===== config.mk =====
export PLATFORM = sky130hd
export DESIGN_NAME = meter_lcd_frame_decoder
export DESIGN_NICKNAME = d
export VERILOG_FILES = /design/src/mlfd_pkg.sv /design/src/meter_lcd_frame_decoder.sv
export SDC_FILE = /design/constraint.sdc
export NUM_CORES = 1
export LEC_CHECK = 0
export BUFFER_PORTS_ARGS = -buffer_cell sky130_fd_sc_hd__buf_4
export CORE_MARGIN = 2
export CORE_UTILIZATION = 40
export DETAILED_ROUTE_END_ITERATION = 16
export PLACE_DENSITY_LB_ADDON = 0.05
export SYNTH_ARGS = -nofsm -noshare
export SYNTH_HDL_FRONTEND = slang
export SYNTH_SLANG_ARGS = --single-unit

===== constraint.sdc =====
create_clock -name clk -period 5.8 [get_ports clk]
set_input_delay 0.58 -clock clk [delete_from_list [all_inputs] [get_ports clk]]
set_output_delay 0.58 -clock clk [all_outputs]
set_load 0.01 [all_outputs]

===== src/mlfd_pkg.sv =====
// Package for the meter LCD frame decoder.
// Holds frame positions, result codes, the result layout and the digit table.
// Depends on nothing.
package mlfd_pkg;

	localparam logic [3:0] POS_IDLE = 4'd0;
	localparam logic [3:0] POS_FIRST = 4'd1;
	localparam logic [3:0] POS_SECOND = 4'd2;
	localparam logic [3:0] POS_LAST = 4'd14;

	localparam logic [1:0] CUR_NONE = 2'd0;
	localparam logic [1:0] CUR_DC = 2'd1;
	localparam logic [1:0] CUR_AC = 2'd2;

	localparam logic [1:0] PT_NONE = 2'd0;
	localparam logic [1:0] PT_ONE = 2'd1;
	localparam logic [1:0] PT_TWO = 2'd2;
	localparam logic [1:0] PT_THREE = 2'd3;

	localparam logic [2:0] PRE_NONE = 3'd0;
	localparam logic [2:0] PRE_MICRO = 3'd1;
	localparam logic [2:0] PRE_NANO = 3'd2;
	localparam logic [2:0] PRE_KILO = 3'd3;
	localparam logic [2:0] PRE_MILLI = 3'd4;
	localparam logic [2:0] PRE_MEGA = 3'd5;

	localparam logic [2:0] KIND_NONE = 3'd0;
	localparam logic [2:0] KIND_DUTY = 3'd1;
	localparam logic [2:0] KIND_CAP = 3'd2;
	localparam logic [2:0] KIND_RES = 3'd3;
	localparam logic [2:0] KIND_AMPS = 3'd4;
	localparam logic [2:0] KIND_VOLTS = 3'd5;
	localparam logic [2:0] KIND_FREQ = 3'd6;
	localparam logic [2:0] KIND_TEMP = 3'd7;

	localparam int FRAME_LEN = 14;

	typedef logic [3:0] nibble_t;

	typedef struct packed {
		logic pad;
		logic [2:0] unit_kind;
		logic [2:0] scale_prefix;
		logic [5:0] status_flags;
		logic [1:0] current_kind;
		logic [1:0] point_digits;
		logic negative;
		logic [13:0] magnitude;
	} result_t;

	function automatic logic [3:0] seg_value(input logic [6:0] pattern);
		logic [3:0] digit;
		case (pattern)
			7'd5: digit = 4'd1;
			7'd91: digit = 4'd2;
			7'd31: digit = 4'd3;
			7'd39: digit = 4'd4;
			7'd62: digit = 4'd5;
			7'd126: digit = 4'd6;
			7'd21: digit = 4'd7;
			7'd127: digit = 4'd8;
			7'd63: digit = 4'd9;
			default: digit = 4'd0;
		endcase
		return digit;
	endfunction

endpackage


===== src/meter_lcd_frame_decoder.sv =====
// Meter LCD frame decoder: frame sync on the position nibble and result decode.
// Depends on mlfd_pkg.
//
// The accepted last beat of a frame is registered in byte_s1, and its result beat in result_q.
// Throughput: one input beat per cycle; a stalled output stalls the input.
// Reset clears the frame sync and both valid flags; stored nibbles are not cleared.
module meter_lcd_frame_decoder (
	input  logic        clk,
	input  logic        arst_n,
	input  logic        s_axis_tvalid,
	output logic        s_axis_tready,
	input  logic [7:0]  s_axis_tdata,  // rx_byte[7:0]
	output logic        m_axis_tvalid,
	input  logic        m_axis_tready,
	output logic [31:0] m_axis_tdata   // magnitude[13:0], negative, point_digits[1:0],
	                                   // current_kind[1:0], status_flags[5:0],
	                                   // scale_prefix[2:0], unit_kind[2:0], zero pad
);
	import mlfd_pkg::*;

	logic [7:0] byte_s1;
	logic valid_s1;
	logic [3:0] expected_q;
	nibble_t nib_q [FRAME_LEN-1];
	result_t result_q;
	logic out_valid_q;

	logic advance;
	logic [3:0] pos;
	nibble_t nib;
	logic fire;
	nibble_t full [FRAME_LEN];
	logic [3:0] digit [4];
	result_t result_d;

	assign advance = !out_valid_q || m_axis_tready;
	assign s_axis_tready = !valid_s1 || advance;
	assign pos = byte_s1[7:4];
	assign nib = byte_s1[3:0];
	assign fire = valid_s1 && pos != POS_FIRST && expected_q != POS_IDLE
		&& pos == expected_q && pos == POS_LAST;

	always_ff @(posedge clk or negedge arst_n) begin
		if (!arst_n) begin
			valid_s1 <= 1'b0;
		end else if (s_axis_tready) begin
			valid_s1 <= s_axis_tvalid;
		end
	end

	always_ff @(posedge clk) begin
		if (s_axis_tready && s_axis_tvalid) begin
			byte_s1 <= s_axis_tdata;
		end
	end

	always_ff @(posedge clk or negedge arst_n) begin
		if (!arst_n) begin
			expected_q <= POS_IDLE;
		end else if (advance && valid_s1) begin
			if (pos == POS_FIRST) begin
				expected_q <= POS_SECOND;
			end else if (expected_q == POS_IDLE) begin
				expected_q <= POS_IDLE;
			end else if (pos != expected_q || pos == POS_LAST) begin
				expected_q <= POS_IDLE;
			end else begin
				expected_q <= pos + 4'd1;
			end
		end
	end

	always_ff @(posedge clk) begin
		if (advance && valid_s1) begin
			if (pos == POS_FIRST) begin
				nib_q[0] <= nib;
			end else if (expected_q != POS_IDLE && pos == expected_q && pos != POS_LAST) begin
				nib_q[pos - 4'd1] <= nib;
			end
		end
	end

	always_comb begin
		for (int i = 0; i < FRAME_LEN - 1; i++) begin
			full[i] = nib_q[i];
		end
		full[FRAME_LEN-1] = nib;
		for (int i = 0; i < 4; i++) begin
			digit[i] = seg_value({full[1+2*i][2:0], full[2+2*i]});
		end

		result_d = '0;
		result_d.magnitude = 14'(digit[0]) * 14'd1000 + 14'(digit[1]) * 14'd100
			+ 14'(digit[2]) * 14'd10 + 14'(digit[3]);
		result_d.negative = full[1][3];

		if (full[3][3]) begin
			result_d.point_digits = PT_THREE;
		end else if (full[5][3]) begin
			result_d.point_digits = PT_TWO;
		end else if (full[7][3]) begin
			result_d.point_digits = PT_ONE;
		end else begin
			result_d.point_digits = PT_NONE;
		end

		if (full[0][3]) begin
			result_d.current_kind = CUR_AC;
		end else if (full[0][2]) begin
			result_d.current_kind = CUR_DC;
		end else begin
			result_d.current_kind = CUR_NONE;
		end

		result_d.status_flags = {full[11][0], full[11][1], full[10][0], full[9][0],
			full[0][1], full[0][0]};

		if (full[9][3]) begin
			result_d.scale_prefix = PRE_MICRO;
		end else if (full[9][2]) begin
			result_d.scale_prefix = PRE_NANO;
		end else if (full[9][1]) begin
			result_d.scale_prefix = PRE_KILO;
		end else if (full[10][3]) begin
			result_d.scale_prefix = PRE_MILLI;
		end else if (full[10][1]) begin
			result_d.scale_prefix = PRE_MEGA;
		end else begin
			result_d.scale_prefix = PRE_NONE;
		end

		if (full[10][2]) begin
			result_d.unit_kind = KIND_DUTY;
		end else if (full[11][3]) begin
			result_d.unit_kind = KIND_CAP;
		end else if (full[11][2]) begin
			result_d.unit_kind = KIND_RES;
		end else if (full[12][3]) begin
			result_d.unit_kind = KIND_AMPS;
		end else if (full[12][2]) begin
			result_d.unit_kind = KIND_VOLTS;
		end else if (full[12][1]) begin
			result_d.unit_kind = KIND_FREQ;
		end else if (full[13][2]) begin
			result_d.unit_kind = KIND_TEMP;
		end else begin
			result_d.unit_kind = KIND_NONE;
		end
	end

	always_ff @(posedge clk or negedge arst_n) begin
		if (!arst_n) begin
			out_valid_q <= 1'b0;
		end else if (advance) begin
			out_valid_q <= fire;
		end
	end

	always_ff @(posedge clk) begin
		if (advance && fire) begin
			result_q <= result_d;
		end
	end

	assign m_axis_tvalid = out_valid_q;
	assign m_axis_tdata = result_q;

endmodule


==> results.py, run 1 <==
metrics = {
    "routing": {
        "routed_via_density": 5.08,
        "ant_nets": 0,
        "wl_per_cell_um": 14.5,
        "drcViolationCount": 0,
        "wirelength_um": 9740,
        "firstDrtPassIters": 4,
        "detail_route.iter0.violations": 176,
        "vias": 3421,
    },
    "floorplan": {
        "core_um2": 13200,
        "start_util_pct": 41.0,
        "die_h_um": 120,
        "rows": 42,
        "dieWidth_um": 120,
        "dieArea_um2": 14500,
        "io_pins": 46,
    },
    "place": {
        "gp_congestion": 0.865,
        "port_buffers": 44,
        "place_area_um2": 5960,
        "place.detailed.hpwl_um": 7280,
    },
    "worst_setup_path": {
        "setup.worst_path.class": "reg -> reg",
        "cp_cell_sequence": "and3b_1 -> a21oi_1 -> nor4b_1 -> o21ai_1 -> inv_1 -> ha_1 -> ha_1 -> fa_1 -> ha_1 -> nor2b_1 -> o21ai_0 -> a21boi_0 -> nor2_1 -> ha_1 -> ha_1 -> ha_1 -> nand2_1 -> a211oi_1 -> o22ai_1 -> xnor2_1",
        "r2r_cells": 20,
        "critical-path-top-delay-family": "adder cells",
        "arrival_ns": 5.34,
        "crit_fanout": 6,
        "critPathBufInv": 1,
        "rr_startpoint": "nib_q[2][1]",
        "critPathCaptureType": "register",
        "cp.required_ns": 5.90,
        "cp_common_cell": "ha_1",
        "r2r-end": "m_axis_tdata[13]",
        "max_stage_delay_ns": 0.48,
        "start_kind": "register",
        "r2r_slack_ns": 0.56,
        "critical-path-slowest-cell": "fa_1",
    },
    "layout": {
        "most-common-layout-cells": "edfxtp_1 (90), ha_1 (55), buf_4 (45)",
        "design_area_um2": 6240,
        "fin_nets": 574,
        "n_antenna_cell": 0,
        "drive_gt1_share_pct": 14.3,
        "fillCellCount": 1213,
        "final_common_cell": "edfxtp_1",
        "area_delta_synth_final_pct": 15.1,
        "post-route-util_pct": 47.2,
    },
    "synthesis": {
        "synth-seq-area-share_pct": 52.6,
        "syn_inst": 441,
        "synth-seq-cells": 96,
        "syn-num-nets": 523,
        "synth_top_area_share_pct": 49.8,
        "synth_edf_count": 90,
        "yosys-top-cells-area": "edfxtp_1 (50%), ha_1 (13%), fa_1 (5.5%), xnor2_1 (3.1%), dfrtp_1 (2.8%)",
        "synthesis.area_per_instance_um2": 12.3,
        "async_flop_share_pct": 6.25,
        "ys.flop_type": "edfxtp_1",
        "synth.distinct_cells": 55,
        "yosys_warnings": 0,
        "yosys.area.top_type": "edfxtp_1",
        "netlist_area_um2": 5430,
    },
    "clock_tree": {
        "cts_made_buffers": 9,
        "post_cts_buffers": 0,
        "post_cts_resized": 0,
        "htreeDepth": 3,
        "cts_root_buf": "clkbuf_16",
        "cts_tree": "done",
        "clkSinkCount": 96,
        "ctsHoldBuffers": 0,
        "clk_latency_ns": 0.35,
        "cts.clk_slew.worst_paths_ns": 0.07,
        "clock_path_buffers": 2,
    },
    "timing": {
        "period_share_pct": 90.3,
        "relSlewSlack_pct": 38.1,
        "fin_crit_ns": 5.24,
        "drv_slew": 0,
        "hold_viol": 0,
        "fin_skew_ns": 0.0120,
        "rsz0062_at_grt": "no",
        "worst_slew_pin_slew_ns": 0.920,
        "setup_viol": 0,
        "setup_tns_ns": 0,
        "clock.fmax_mhz": 191,
        "timing.hold.ws_ns": 0.0216,
    },
    "power": {
        "power_density_nw_per_um2": 217,
        "power_mw": 1.36,
        "irDropWorstVdd_mv": 0.148,
        "leakagePower_nw": 2.57,
    },
    "global_route": {
        "grt_pass1_wl_um": 16100,
        "grt_start_max_net_pins": 32,
        "grt_overflow": 0,
        "track_usage_pct": 14.4,
        "antenna_found_initial": 0,
        "grt_pass1_vias": 3287,
    },
    "hold_path": {
        "holdCritPathClass": "in -> async",
    },
    "status": {
        "status": "completed",
    },
    "flow_run": {
        "drv_cap": 0,
    },
}
-- worst max path at each step --
stage	start	end	slack (ns)	cells past startpoint
after floorplan	nib_q[2][1]	m_axis_tdata[12]	0.88	18
after global placement	nib_q[2][1]	m_axis_tdata[12]	0.63	18
after detailed placement	nib_q[1][1]	m_axis_tdata[12]	0.56	18
after CTS	nib_q[1][1]	m_axis_tdata[13]	0.53	20
after global routing	nib_q[2][1]	m_axis_tdata[13]	0.07	20
final	nib_q[2][1]	m_axis_tdata[13]	0.56	20
-- flip-flops by register name, summed over array words and instances (netlist names) --
register / count
valid_s1: 1
m_axis_tvalid: 1
expected_q: 4
m_axis_tdata: 31
nib_q: 51
byte_s1: 8
-- worst reg2reg max path: cells and delay by family, from the launching register on --
family / cells / cell delay, ns
adders and majority gates: 7 / 2.49
AOI/OAI and AO/OA: 6 / 1.20
and+or+nand+nor: 5 / 0.60
DFF: 1 / 0.46
xor gates and xnor gates: 1 / 0.14
buffers and inverters: 1 / 0.10
-- metrics by stage --
step	setup WS, ns	cells
6_report	0.561	673
5_1_grt	0.0733	673
4_1_cts	0.528	673
3_5_place_dp	0.556	657
3_3_place_gp	0.634	657
2_1_floorplan	0.881	441
-- final cells by class --
cell class                      instances  area [µm²]  area share (%)
Sequential cell                        96        2850            45.7
Inverter                               28         105            1.68
Tap cell                              176         220            3.53
Multi-Input combinational cell        312        2450            39.2
Clock buffer                           10         229            3.67
Timing Repair Buffer                   45         338            5.41
Clock inverter                          6        52.6           0.842
-- cell families (layout without fill, tap and decap cells) --
group                      count (synthesis)  count (layout)  share of synthesized area, %
and+or+nand+nor                          144             144                          14.2
DFF                                       96              96                          52.6
AOI/OAI and AO/OA                         71              71                          8.14
adders and majority gates                 70              70                          18.2
buffers and inverters                     33              89                          2.40
xor gates and xnor gates                  25              25                          4.17
other                                      1               1                        0.0691
muxes                                      1               1                         0.185
-- where the power goes --
part | internal, mW | switching (mW)
sequential | 0.758 | 0.0115
clock | 0.298 | 0.264
combinational | 0.0120 | 0.0133
-- Yosys cell counts (5+ instances only) --
library cell   n
edfxtp_1      90
ha_1          55
nor2_1        37
inv_1         28
nand2_1       23
o21ai_0       20
xnor2_1       19
nand3_1       18
a21oi_1       17
fa_1          15
nor3_1        12
nand2b_1      10
nor4_1         7
dfrtp_1        6
nor2b_1        5
xor2_1         5
-- layer usage --
layer | share of wire (%) | wire length [µm] | vias up | track usage (%)
met5 | 0 | 0 | - | 0
met4 | 2.0 | 194 | 0 | 6.90
met3 | 2.6 | 255 | 12 | 2.64
met2 | 45 | 4350 | 51 | 21.4
met1 | 51 | 4940 | 1629 | 20.5
li1 | - | - | 1729 | -
Note: power is estimated with default switching activity, not from simulation.
==> run 2: changes to the inputs <==
--- a/config.mk
+++ b/config.mk
@@ -6,10 +6,13 @@
 export NUM_CORES = 1
 export LEC_CHECK = 0
 export BUFFER_PORTS_ARGS = -buffer_cell sky130_fd_sc_hd__buf_4
+export CELL_PAD_IN_SITES_DETAIL_PLACEMENT = 0
+export CELL_PAD_IN_SITES_GLOBAL_PLACEMENT = 1
 export CORE_MARGIN = 2
 export CORE_UTILIZATION = 40
 export DETAILED_ROUTE_END_ITERATION = 16
 export PLACE_DENSITY_LB_ADDON = 0.05
+export SKIP_CTS_REPAIR_TIMING = 1
 export SYNTH_ARGS = -nofsm -noshare
 export SYNTH_HDL_FRONTEND = slang
 export SYNTH_SLANG_ARGS = --single-unit
==> run 2 against run 1 <==
  * Die area unchanged
  * Combinational power about the same
  * Final cell count increased by 0.15%
  * Largest power group unchanged
==> results.py, run 2 (synthesized netlist as in run 1, its figures left out) <==
metrics = {
    "floorplan": {
        "core_um2": 13200,
        "rows": 42,
        "io_pins": 46,
        "dieArea_um2": 14500,
        "die_h_um": 120,
        "start_util_pct": 41.0,
        "dieWidth_um": 120,
    },
    "worst_setup_path": {
        "cp.required_ns": 5.89,
        "setup.worst_path.class": "reg -> reg",
        "cp_cell_sequence": "and3b_1 -> a21oi_1 -> nor4b_1 -> o21ai_1 -> inv_1 -> ha_1 -> ha_1 -> fa_1 -> ha_1 -> nor2b_1 -> o21ai_0 -> a21boi_0 -> nor2_1 -> ha_1 -> ha_1 -> ha_1 -> nand2_1 -> a211oi_1 -> o22ai_1 -> xnor2_1",
        "critPathBufInv": 1,
        "cp_common_cell": "ha_1",
        "critical-path-slowest-cell": "edfxtp_1",
        "max_stage_delay_ns": 0.47,
        "arrival_ns": 5.39,
        "crit_fanout": 6,
        "critPathCaptureType": "register",
        "critical-path-top-delay-family": "adder cells",
        "start_kind": "register",
    },
    "routing": {
        "wirelength_um": 9680,
        "detail_route.iter0.violations": 142,
        "ant_nets": 0,
        "firstDrtPassIters": 4,
        "wl_per_cell_um": 14.4,
        "routed_via_density": 5.03,
        "vias": 3392,
        "drcViolationCount": 0,
    },
    "global_route": {
        "grt_overflow": 0,
        "grt_start_max_net_pins": 22,
        "track_usage_pct": 14.6,
        "antenna_found_initial": 0,
        "grt_pass1_wl_um": 16300,
        "grt_pass1_vias": 3338,
    },
    "hold_path": {
        "holdCritPathClass": "in -> async",
    },
    "layout": {
        "most-common-layout-cells": "edfxtp_1 (90), ha_1 (55), buf_4 (46)",
        "largest_register": "nib_q",
        "final_common_cell": "edfxtp_1",
        "area_delta_synth_final_pct": 15.8,
        "layout.area.seq_um2": 2850,
        "fin_nets": 575,
        "largest_reg_flops": 51,
        "n_antenna_cell": 0,
        "fillCellCount": 1246,
        "drive_gt1_share_pct": 14.7,
        "instances_no_fill": 674,
        "multi_input_area_um2": 2450,
    },
    "timing": {
        "fin_ws_ns": 0.503,
        "rsz0062_at_grt": "no",
        "clock.fmax_mhz": 189,
        "fin_skew_ns": 0.00734,
        "drv_slew": 0,
        "hold_viol": 0,
        "period_share_pct": 91.3,
        "setup_viol": 0,
        "fin_crit_ns": 5.30,
        "relSlewSlack_pct": 34.4,
        "worst_slew_pin_slew_ns": 0.976,
        "setup_tns_ns": 0,
        "timing.hold.ws_ns": 0.0265,
    },
    "place": {
        "port_buffers": 44,
        "place.detailed.hpwl_um": 7280,
        "pre_cts_ws_ns": 0.510,
        "dpl.cell_count": 658,
        "gp_congestion": 0.788,
    },
    "power": {
        "switchingPower_mw": 0.314,
        "irDropWorstVdd_mv": 0.148,
        "p_sw_share_pct": 22.5,
        "p_seq_share_pct": 55.1,
        "p_clk_share_pct": 43.0,
        "leakagePower_nw": 2.60,
        "internal_power_mw": 1.08,
        "power_density_nw_per_um2": 222,
        "power_frac_comb_pct": 1.8,
    },
    "clock_tree": {
        "htreeDepth": 3,
        "clk_latency_ns": 0.35,
        "clock_path_buffers": 2,
        "cts_root_buf": "clkbuf_16",
        "cts.clk_slew.worst_paths_ns": 0.07,
        "cts_tree": "done",
        "cts_made_buffers": 9,
        "clkSinkCount": 96,
    },
    "flow_run": {
        "drv_cap": 0,
    },
    "status": {
        "status": "completed",
    },
}
==> run 2: cell types whose count changed in the layout (fill, tap and decap cells not counted), sizes merged <==
cell      change
inv           +2
clkinv        +1
clkinvlp      -2
clkbuf        -1
buf           +1
==> run 2: worst reg2reg max path, delay by kind of cell, from the launching register on <==
kind / cells / cell delay (ns)
buffers and inverters: 1 / 0.08
AND/OR/NAND/NOR: 5 / 0.60
flip-flops: 1 / 0.47
AO/OA/AOI/OAI: 6 / 1.25
adder cells (fa/ha/maj): 7 / 2.52
XOR/XNOR: 1 / 0.14
==> run 2: final cells by class <==
cell class              instances  share of cell area, %
multi-input cells             312                   39.0
clock inverters                 7                   1.37
clock buffers                   9                   3.58
inverters                      28                   1.67
well taps                     176                   3.51
repair buffers                 46                   5.50
flip-flops and latches         96                   45.4
==> run 2: worst paths after layout <==
check	startpoint	end	slack (ns)	cells past startpoint
min in group clk	s_axis_tdata[3]	byte_s1[3]	0.40	1
max	nib_q[2][1]	m_axis_tdata[13]	0.50	20
min	arst_n	m_axis_tvalid	0.03	1
min reg2reg	nib_q[10][0]	m_axis_tdata[22]	0.42	0
max reg2reg	nib_q[2][1]	m_axis_tdata[13]	0.50	20
max in group asynchronous	arst_n	expected_q[3]	5.66	1
==> run 2: through the flow <==
step	util (%)	area [µm²]	total power, mW
after floorplan	-	5430	0.797
after global placement	45.1	5970	0.812
after detailed placement	45.1	5970	0.812
after CTS	47.4	6280	1.41
after global routing	47.4	6280	1.44
final	47.4	6280	1.40
==> run 2: power by group through the flow <==
stage	sequential, mW	combinational [mW]	clock, mW
6_report	0.770	0.0256	0.601
5_1_grt	0.771	0.0292	0.641
4_1_cts	0.770	0.0261	0.619
3_5_place_dp	0.786	0.0260	0
3_3_place_gp	0.786	0.0259	0
2_1_floorplan	0.778	0.0197	0
==> run 2: routing by layer <==
layer,part of all wire [%],vias up,global-route usage [%]
li1,-,1741,-
met1,47,1584,18.5
met2,49,55,24.6
met3,3.0,12,2.59
met4,1.8,0,5.89
met5,0,-,0
==> run 3: changes to the inputs <==
--- a/config.mk
+++ b/config.mk
@@ -11,6 +11,7 @@
 export CORE_MARGIN = 2
 export CORE_UTILIZATION = 40
 export DETAILED_ROUTE_END_ITERATION = 16
+export MAX_ROUTING_LAYER = met4
 export PLACE_DENSITY_LB_ADDON = 0.05
 export SKIP_CTS_REPAIR_TIMING = 1
 export SYNTH_ARGS = -nofsm -noshare
==> run 3 against run 2 <==
  * Non-clock buffer count is the same
  * Design area unchanged
  * Utilization stayed put
  * Clock-buffer cell count unchanged
  * First-iteration DRC count up 7.7%
  * Critical path depth is the same
  * Critical endpoint unchanged
  * Largest cell class unchanged
==> results.py, run 3 (synthesized netlist as in run 1, its figures left out) <==
metrics = {
    "routing": {
        "wirelength_um": 9700,
        "ant_nets": 0,
        "detail_route.iter0.violations": 153,
        "dr_wl_met3_um": 276,
        "vias": 3410,
        "dr.max_layer_used": "met4",
        "wl_met1_um": 4530,
        "routed_via_density": 5.06,
        "met2_wirelength_um": 4720,
        "wl_per_cell_um": 14.4,
        "firstDrtPassIters": 4,
        "drcViolationCount": 0,
    },
    "layout": {
        "drive_gt1_share_pct": 14.7,
        "fillCellCount": 1246,
        "largest_reg_flops": 51,
        "instances_no_fill": 674,
        "final_common_cell": "edfxtp_1",
        "n_antenna_cell": 0,
        "most-common-layout-cells": "edfxtp_1 (90), ha_1 (55), buf_4 (46)",
        "area_delta_synth_final_pct": 15.8,
        "largest_register": "nib_q",
        "multi_input_area_um2": 2450,
        "fin_nets": 575,
        "layout.area.seq_um2": 2850,
    },
    "global_route": {
        "track_usage_pct": 15.0,
        "grt_pass1_wl_um": 16400,
        "grt_pass1_vias": 3336,
        "grt_overflow": 0,
        "grt_start_max_net_pins": 22,
        "antenna_found_initial": 0,
    },
    "worst_setup_path": {
        "startpoint": "nib_q[2][1]",
        "crit_end": "m_axis_tdata[13]",
        "start_kind": "register",
        "crit_fanout": 6,
        "r2r_slack_ns": 0.50,
        "r2r_cells": 20,
        "rr_startpoint": "nib_q[2][1]",
        "r2r-end": "m_axis_tdata[13]",
        "arrival_ns": 5.39,
        "critPathCaptureType": "register",
        "setup.worst_path.class": "reg -> reg",
        "cp.required_ns": 5.89,
    },
    "floorplan": {
        "rows": 42,
        "io_pins": 46,
        "dieArea_um2": 14500,
        "start_util_pct": 41.0,
        "core_um2": 13200,
        "die_h_um": 120,
        "dieWidth_um": 120,
    },
    "place": {
        "place.detailed.hpwl_um": 7280,
        "gp_congestion": 0.799,
        "dpl.cell_count": 658,
        "pre_cts_ws_ns": 0.510,
        "port_buffers": 44,
    },
    "timing": {
        "fin_ws_ns": 0.502,
        "fin_skew_ns": 0.00745,
        "relSlewSlack_pct": 34.2,
        "hold_viol": 0,
        "period_share_pct": 91.3,
        "fin_crit_ns": 5.30,
        "worst_slew_pin_slew_ns": 0.978,
        "rsz0062_at_grt": "no",
        "setup_tns_ns": 0,
        "clock.fmax_mhz": 189,
        "drv_slew": 0,
        "timing.hold.ws_ns": 0.0274,
        "setup_viol": 0,
    },
    "power": {
        "irDropWorstVdd_mv": 0.148,
        "power_mw": 1.40,
        "leakagePower_nw": 2.60,
        "power_density_nw_per_um2": 222,
    },
    "clock_tree": {
        "cts_root_buf": "clkbuf_16",
        "clock_path_buffers": 2,
        "htreeDepth": 3,
        "clkSinkCount": 96,
        "cts_tree": "done",
        "clk_latency_ns": 0.35,
        "cts_made_buffers": 9,
        "cts.clk_slew.worst_paths_ns": 0.07,
    },
    "hold_path": {
        "holdCritPathClass": "in -> async",
    },
    "status": {
        "status": "completed",
    },
    "flow_run": {
        "drv_cap": 0,
    },
}
run 3: cell counts in the layout (fill, tap and decap cells not counted):
Identical to the previous run, type by type.
run 3: cell type report:
cell class                 instances  area share [%]
sequential                        96            45.4
multi-input combinational        312            39.0
clock buffer                       9            3.58
clock inverter                     7            1.37
timing repair buffer              46            5.50
tap                              176            3.51
inverter                          28            1.67
run 3: worst min-delay path by stage:
stage | end | startpoint | slack [ns]
floorplan | expected_q[0] | arst_n | 0.28
global placement | valid_s1 | arst_n | 0.39
detailed placement | valid_s1 | arst_n | 0.39
CTS | valid_s1 | arst_n | 0.02
global route | valid_s1 | arst_n | 0.02
finish | m_axis_tvalid | arst_n | 0.03
run 3: where the power goes:
group	switching (mW)	total (mW)	leakage, nW	internal [mW]
clock network	0.289	0.600	0.152	0.312
registers	0.0117	0.770	0.898	0.758
logic	0.0138	0.0258	1.55	0.0120
run 3: layer usage:
| metal | vias up | track usage [%] |
|---|---|---|
| met5 | - | - |
| li1 | 1739 | - |
| met2 | 58 | 24.6 |
| met3 | 12 | 2.55 |
| met1 | 1601 | 18.5 |
| met4 | 0 | 5.89 |
run 3: through the flow:
step	util (%)	area, µm²
detailed placement	45.1	5970
finish	47.4	6280
global route	47.4	6280
global placement	45.1	5970
CTS	47.4	6280
floorplan	-	5430
run 3: critical path: stages, from the launching register on:
cell	delay, ns
edfxtp_1	0.47
and3b_1	0.22
a21oi_1	0.11
nor4b_1	0.06
o21ai_1	0.34
inv_1	0.08
ha_1	0.31
ha_1	0.42
fa_1	0.46
ha_1	0.35
nor2b_1	0.13
o21ai_0	0.10
a21boi_0	0.29
nor2_1	0.09
ha_1	0.30
ha_1	0.30
ha_1	0.38
nand2_1	0.10
a211oi_1	0.27
o22ai_1	0.14
xnor2_1	0.14
